--- config.mk ---
export PLATFORM = sky130hd
export DESIGN_NAME = rsrn_ctrl
export DESIGN_NICKNAME = d
export VERILOG_FILES = /design/src/rtl/rsrn_pkg.sv /design/src/rtl/rsrn_ctrl.sv
export SDC_FILE = /design/constraint.sdc
export NUM_CORES = 1
export LEC_CHECK = 0
export ABC_AREA = 1
export ABC_CLOCK_PERIOD_IN_PS = 2200
export BUFFER_PORTS_ARGS = -buffer_cell sky130_fd_sc_hd__clkbuf_2
export CORE_MARGIN = 2
export CORE_UTILIZATION = 55
export DETAILED_ROUTE_END_ITERATION = 7
export PLACE_DENSITY = 0.79
export SYNTH_ARGS = -nofsm -noshare
export SYNTH_HDL_FRONTEND = slang
export SYNTH_SLANG_ARGS = --single-unit
--- constraint.sdc ---
create_clock -name i_clk -period 2.2 [get_ports i_clk]
set_input_delay 0.22 -clock i_clk [delete_from_list [all_inputs] [get_ports i_clk]]
set_output_delay 0.22 -clock i_clk [all_outputs]
set_load 0.01 [all_outputs]
--- src/rtl/rsrn_pkg.sv ---
// Shared constants, command/status types and codes for the residual
// scale/rotate/norm block. No dependencies.
package rsrn_pkg;

    // fixed field widths
    localparam int TC_W       = 9;
    localparam int SQS_W      = 17;
    localparam int NORM_W     = 63;
    localparam int CFG_ADDR_W = 3;
    localparam int CFG_DATA_W = 64;

    // shared divider widths
    localparam int DIV_W   = 64;
    localparam int DVS_W   = 34;
    localparam int CNT_W   = 7;
    localparam logic [CNT_W-1:0] DIV_STEPS = CNT_W'(DIV_W);

    // 1/sqrt2 in Q0.32
    localparam logic [31:0] INV_SQRT2_Q32 = 32'd3037000500;
    localparam logic [63:0] SUM_MAX       = 64'hFFFF_FFFF_FFFF_FFFF;
    localparam logic [NORM_W-1:0] NORM_MAX = {NORM_W{1'b1}};

    // configuration register indexes
    localparam logic [CFG_ADDR_W-1:0] CFG_TOROIDAL = 3'd0;
    localparam logic [CFG_ADDR_W-1:0] CFG_EDGE     = 3'd1;
    localparam logic [CFG_ADDR_W-1:0] CFG_TOTAL    = 3'd2;
    localparam logic [CFG_ADDR_W-1:0] CFG_INNER    = 3'd3;
    localparam logic [CFG_ADDR_W-1:0] CFG_ZERO_Z   = 3'd4;
    localparam logic [CFG_ADDR_W-1:0] CFG_INCL     = 3'd5;

    // divider jobs
    localparam logic [1:0] OP_MODE  = 2'd0;
    localparam logic [1:0] OP_SCALE = 2'd1;
    localparam logic [1:0] OP_NORM  = 2'd2;

    // multiplier jobs
    localparam logic [1:0] MUL_NONE   = 2'd0;
    localparam logic [1:0] MUL_ROT_LO = 2'd1;
    localparam logic [1:0] MUL_ROT_HI = 2'd2;
    localparam logic [1:0] MUL_SQ     = 2'd3;

    typedef struct packed {
        logic       in_load;
        logic       div_start;
        logic       div_wr;
        logic [1:0] op;
        logic [2:0] idx;
        logic       rot_load;
        logic [1:0] mul;
        logic       rot_wr;
        logic       sq_acc;
        logic       out_load;
    } t_cmd;

    typedef struct packed {
        logic div_done;
        logic m_odd;
        logic m_one;
        logic last;
        logic out_free;
    } t_sts;

endpackage

--- src/rtl/rsrn_ctrl.sv ---
// Controller: sequences divisions, rotation, squares and norms per point.
// Depends on rsrn_pkg.
module rsrn_ctrl (
    input  logic            i_clk,
    input  logic            i_rst_n,
    input  logic            i_in_valid,
    output logic            o_in_ready,
    input  rsrn_pkg::t_sts  i_sts,
    output rsrn_pkg::t_cmd  o_cmd
);
    localparam logic [3:0] ST_IDLE     = 4'd0;
    localparam logic [3:0] ST_DIV_GO   = 4'd1;
    localparam logic [3:0] ST_DIV_WAIT = 4'd2;
    localparam logic [3:0] ST_MCHK     = 4'd3;
    localparam logic [3:0] ST_ROT_LD   = 4'd4;
    localparam logic [3:0] ST_ROT_LO   = 4'd5;
    localparam logic [3:0] ST_ROT_HI   = 4'd6;
    localparam logic [3:0] ST_ROT_WR   = 4'd7;
    localparam logic [3:0] ST_SQ_MUL   = 4'd8;
    localparam logic [3:0] ST_SQ_ACC   = 4'd9;
    localparam logic [3:0] ST_FIN      = 4'd10;

    logic [3:0] r_state, n_state;
    logic [1:0] r_op, n_op;
    logic [2:0] r_idx, n_idx;

    always_ff @(posedge i_clk) begin
        if (!i_rst_n) begin
            r_state <= ST_IDLE;
            r_op    <= rsrn_pkg::OP_MODE;
            r_idx   <= '0;
        end else begin
            r_state <= n_state;
            r_op    <= n_op;
            r_idx   <= n_idx;
        end
    end

    // next state and commands
    always_comb begin
        n_state    = r_state;
        n_op       = r_op;
        n_idx      = r_idx;
        o_in_ready = 1'b0;
        o_cmd      = '0;
        o_cmd.op   = r_op;
        o_cmd.idx  = r_idx;
        o_cmd.mul  = rsrn_pkg::MUL_NONE;
        unique case (r_state)
            ST_IDLE: begin
                o_in_ready = 1'b1;
                if (i_in_valid) begin
                    o_cmd.in_load = 1'b1;
                    n_op    = rsrn_pkg::OP_MODE;
                    n_idx   = '0;
                    n_state = ST_DIV_GO;
                end
            end
            ST_DIV_GO: begin
                o_cmd.div_start = 1'b1;
                n_state = ST_DIV_WAIT;
            end
            ST_DIV_WAIT: begin
                if (i_sts.div_done) begin
                    o_cmd.div_wr = 1'b1;
                    case (r_op)
                        rsrn_pkg::OP_MODE: n_state = ST_MCHK;
                        rsrn_pkg::OP_SCALE: begin
                            if (r_idx == 3'd5) begin
                                n_idx   = '0;
                                n_state = i_sts.m_one ? ST_ROT_LD : ST_SQ_MUL;
                            end else begin
                                n_idx   = r_idx + 3'd1;
                                n_state = ST_DIV_GO;
                            end
                        end
                        default: begin
                            if (r_idx == 3'd2) begin
                                n_state = ST_FIN;
                            end else begin
                                n_idx   = r_idx + 3'd1;
                                n_state = ST_DIV_GO;
                            end
                        end
                    endcase
                end
            end
            ST_MCHK: begin
                n_idx = '0;
                if (i_sts.m_odd) begin
                    n_op    = rsrn_pkg::OP_SCALE;
                    n_state = ST_DIV_GO;
                end else begin
                    n_state = ST_SQ_MUL;
                end
            end
            ST_ROT_LD: begin
                o_cmd.rot_load = 1'b1;
                n_idx   = '0;
                n_state = ST_ROT_LO;
            end
            ST_ROT_LO: begin
                o_cmd.mul = rsrn_pkg::MUL_ROT_LO;
                n_state   = ST_ROT_HI;
            end
            ST_ROT_HI: begin
                o_cmd.mul = rsrn_pkg::MUL_ROT_HI;
                n_state   = ST_ROT_WR;
            end
            ST_ROT_WR: begin
                o_cmd.rot_wr = 1'b1;
                if (r_idx[0]) begin
                    n_idx   = '0;
                    n_state = ST_SQ_MUL;
                end else begin
                    n_idx   = 3'd1;
                    n_state = ST_ROT_LO;
                end
            end
            ST_SQ_MUL: begin
                o_cmd.mul = rsrn_pkg::MUL_SQ;
                n_state   = ST_SQ_ACC;
            end
            ST_SQ_ACC: begin
                o_cmd.sq_acc = 1'b1;
                if (r_idx == 3'd5) begin
                    n_idx = '0;
                    if (i_sts.last) begin
                        n_op    = rsrn_pkg::OP_NORM;
                        n_state = ST_DIV_GO;
                    end else begin
                        n_state = ST_FIN;
                    end
                end else begin
                    n_idx   = r_idx + 3'd1;
                    n_state = ST_SQ_MUL;
                end
            end
            ST_FIN: begin
                if (i_sts.out_free) begin
                    o_cmd.out_load = 1'b1;
                    n_state = ST_IDLE;
                end
            end
            default: n_state = ST_IDLE;
        endcase
    end
endmodule

==> results by stage <==
Status:
- The run finished with clean final reports.

Clock network:
- The number of post-CTS setup repair buffers is 0.
- In this run, post-CTS repair resized a total of 0 instances.
- The clock buffer count from CTS is 3.
- For this design, the sink count on the clock tree is 9.
- Clock-pin slew was measured on the worst setup and hold paths at 70 ps.
- The H-tree depth is 1.
- The clock tree buffer depth is 2.
- TritonCTS built the clock tree.
- The root buffer cell chosen for the clock tree is sky130_fd_sc_hd__clkbuf_4.
- The clock reaches the later pin of the worst-skew pair after ~260 ps.
- The number of hold buffers added after CTS is 0.

Cells and area:
- The antenna diode instance count is 0.
- The signed area change from the synthesized netlist to the final layout is 17.71%.
- In the final layout, the share of cells above drive strength 1 is 0.2457.
- The library cell used most frequently in the layout, excluding fill and tap cells, is sky130_fd_sc_hd__nand2_1.
- The net total in the final layout is 187.
- The top cell types in the final layout, fill and taps aside, are 49 x sky130_fd_sc_hd__nand2_1, 22 x sky130_fd_sc_hd__inv_1, 22 x sky130_fd_sc_hd__clkbuf_2.
- The finished cells cover 989.7 sq um.

Pwr:
- The switching power is 0.3752 mW.
- The internal portion of total power is 0.4182 mW.
- The reported leakage power is roughly 0.56 nW.
- For this design the ratio of total power to cell area is between 800 and 900 nW/um^2.
- The maximum VDD drop is 531.7 uV.
- The switching share of power is 0.4729.
- The share of total power dissipated in combinational logic is 0.547.
- The share of total power dissipated in the clock network is 0.164.
- Of the total power, registers draw 0.288.

Route:
- The length of the first detailed-routing pass in iterations is 4.
- The count of nets left with antenna violations once routing finished came out at 0.
- After detailed routing, the average wire length per cell comes to 11.18 um.
- The detailed-route vias per instance is approximately 5.3.
- The detailed-route DRC error count is 0.
- The routed layout has between 1000 and 1500 vias.
- Wires add up to around 2100 um.
- In this run, the number of DRC markers left after iteration 0 of detailed routing was 28.

Timing:
- The actual transition at the worst max-transition pin is 250.0 ps.
- After routing, the total negative slack on setup checks comes to 0 ps.
- Setup repair after global routing left no endpoint under its margin.
- The final-report max-slew violation count is 0.
- The fmax is 0.6220 GHz.
- The count of final hold-check violations is 0.
- The clock skew after layout is 5.916 ps.
- The shortest period the worst path allows is ~1600 ps.
- Dividing the final minimum period by the clock period gives 0.7308.
- The worst slew margin relative to its limit is 0.8327.
- Setup violations remaining at the end of the flow were counted as 0.

Synth:
- The post-synthesis xor/xnor area fraction is 0.
- The post-synthesis share of cell area spent on full adders, half adders and majority gates is 0.04464.
- Synthesis produced 150 cells.
- The synthesized area per cell is 5.605 sq um.
- The number of unique standard cell types used by synthesis is 20.
- The synthesized design contains 9 register bits.
- The post-synthesis net count is 161.
- The compound-cell area share of the yosys netlist is 0.1042.
- The dominant combinational cell family by area after synthesis is simple AND/OR/NAND/NOR gates.
- The post-synthesis cell type with the largest combined area is sky130_fd_sc_hd__nand2_1.
- Yosys attributes the largest share of cell area to sky130_fd_sc_hd__nand2_1 22%, sky130_fd_sc_hd__dfxtp_1 21%, sky130_fd_sc_hd__inv_1 9.8%.
- The top cell type's share of synthesized area is 0.2188.
- The sequential element share of the synthesized area is 0.2143.
- Measured against the total synthesized area, the mux share comes to 0.
- Of the total synthesized cell area, the portion taken by AND, OR, NAND and NOR gates is 0.5208.
- For this run, the number of Yosys warnings is 0.
- The mapped netlist covers ~840 sq um.

Placement:
- The placed wire-length estimate after detailed placement is 1804 um.
- The instance area at placement is 963.4 sq um.
- At the end of routability-driven placement, the weighted congestion stood at between 0.8 and 0.9.
- Input and output buffers added on the ports amount to 22.

Setup path:
- The critical path is of the reg2reg type.
- The worst setup path is launched from a register.
- Of all nets on the critical path, the largest fanout is 8.
- The category of the worst setup path capture point is a register.
- Data on the critical path is required at its endpoint by 2360 ps.
- The data arrival time of the worst path is 1770 ps.

Hold path:
- The tightest min-delay check is of the in2reg type.

Job:
- The tool flagged a number of max-cap violations equal to 0.

Floorplanning:
- The die covers 1858 sq um.
- The core footprint is around 1500 sq um.
- The number of rows created at floorplan is 14.
- The initial utilization of the core area, before any placement, comes to 0.5714.
- The floorplan step set the die height to 43.10 um.
- From left edge to right edge, the die measures 43.10 um.
- In this run the count of I/O pins placed on the die edge is 23.

GRT:
- The first global-routing pass estimated between 3000 and 4000 um of wire.
- The number of global-route vias before repair is 896.
- Global routing finished with a remaining overflow of 0.
- The total routing resource utilization after global routing is 0.2615.
- The initial antenna violation count came to 0.
- The largest net degree at the start of global routing is 9.
cell type report:
type / count / area, sq um
Clock buffer: 4 / 26.28
Fill cell: 142 / 481.7
Inverter: 24 / 90.09
Multi-Input combinational cell: 116 / 563.0
Sequential cell: 9 / 180.2
Tap cell: 16 / 20.02
Timing Repair Buffer: 22 / 110.1
metal layers:
layer | GRT usage | wire, um | part of all wire
met1 | 0.3368 | 949 | 0.44
met5 | 0 | 0 | 0
met2 | 0.3940 | 934 | 0.44
met3 | 0.06809 | 187 | 0.088
met4 | 0.1394 | 64 | 0.030
path summary, 6_finish.rpt:
path / startpoint / to / slack, ps / cells after the start
hold reg to reg: r_op[0] / r_op[0] / 490 / 2
setup / recovery: r_idx[0] / r_idx[0] / 590 / 10
setup reg to reg: r_idx[0] / r_idx[0] / 590 / 10
hold / removal: i_rst_n / r_idx[0] / 210 / 3
logic make-up (layout without fill, tap and decap cells):
logic type      after synthesis  after routing
fa+ha+maj                     3              3
flops                         9              9
simple gates                 97             97
buf+inv                      25             50
compound gates               16             16
Yosys cell counts:
cell / count
sky130_fd_sc_hd__nand3_2: 1
sky130_fd_sc_hd__nand3_1: 11
sky130_fd_sc_hd__nand2_2: 3
sky130_fd_sc_hd__nor2_1: 17
sky130_fd_sc_hd__nand3b_1: 1
sky130_fd_sc_hd__inv_2: 2
sky130_fd_sc_hd__ha_1: 3
sky130_fd_sc_hd__nand4_1: 1
sky130_fd_sc_hd__a21oi_1: 7
sky130_fd_sc_hd__inv_1: 22
sky130_fd_sc_hd__nand2_1: 49
sky130_fd_sc_hd__or2_2: 1
sky130_fd_sc_hd__o21ai_0: 7
sky130_fd_sc_hd__dfxtp_1: 9
sky130_fd_sc_hd__o21ai_2: 1
sky130_fd_sc_hd__nor2_4: 2
sky130_fd_sc_hd__a21oi_2: 1
sky130_fd_sc_hd__nor2_2: 7
sky130_fd_sc_hd__nor3_1: 4
sky130_fd_sc_hd__buf_4: 1
per-stage QoR:
| stage | util | instances | hold WS, ps | power [mW] | setup slack (ps) |
|---|---|---|---|---|---|
| final | 0.6726 | 191 | 209.2 | 0.7933 | 592.3 |
| after global routing | 0.6726 | 191 | 236.3 | 0.8618 | 432.3 |
| after CTS | 0.6726 | 191 | 208.8 | 0.7951 | 579.0 |
| after detailed placement | 0.6548 | 187 | 480.2 | 0.6644 | 599.0 |
| after global placement | 0.6548 | 187 | 464.5 | 0.6508 | 664.8 |
| after floorplan | - | 150 | 340.4 | 0.5460 | 688.2 |
sequential cells by signal, summed over array words and instances, names as in the netlist:
signal,cells
r_idx,3
r_state,4
r_op,2
power by group through the flow:
stage               Clock (mW)  Sequential [mW]  Combinational, mW
global placement             0            0.231              0.420
global route             0.136            0.233              0.493
finish                   0.130            0.229              0.434
floorplan                    0            0.233              0.313
detailed placement           0            0.232              0.432
CTS                      0.132            0.229              0.434
critical path, cell delays in order, from the launching register on:
cell                      delay [ps]
sky130_fd_sc_hd__dfxtp_1         450
sky130_fd_sc_hd__inv_1           120
sky130_fd_sc_hd__ha_1            240
sky130_fd_sc_hd__nand2_1         110
sky130_fd_sc_hd__nand2_1          50
sky130_fd_sc_hd__nand2_1         100
sky130_fd_sc_hd__nor2_4           40
sky130_fd_sc_hd__nor2_2          140
sky130_fd_sc_hd__nand2_2         100
sky130_fd_sc_hd__nor2_1          110
sky130_fd_sc_hd__nor2_1           50
Power figures use the tool's default switching activity.
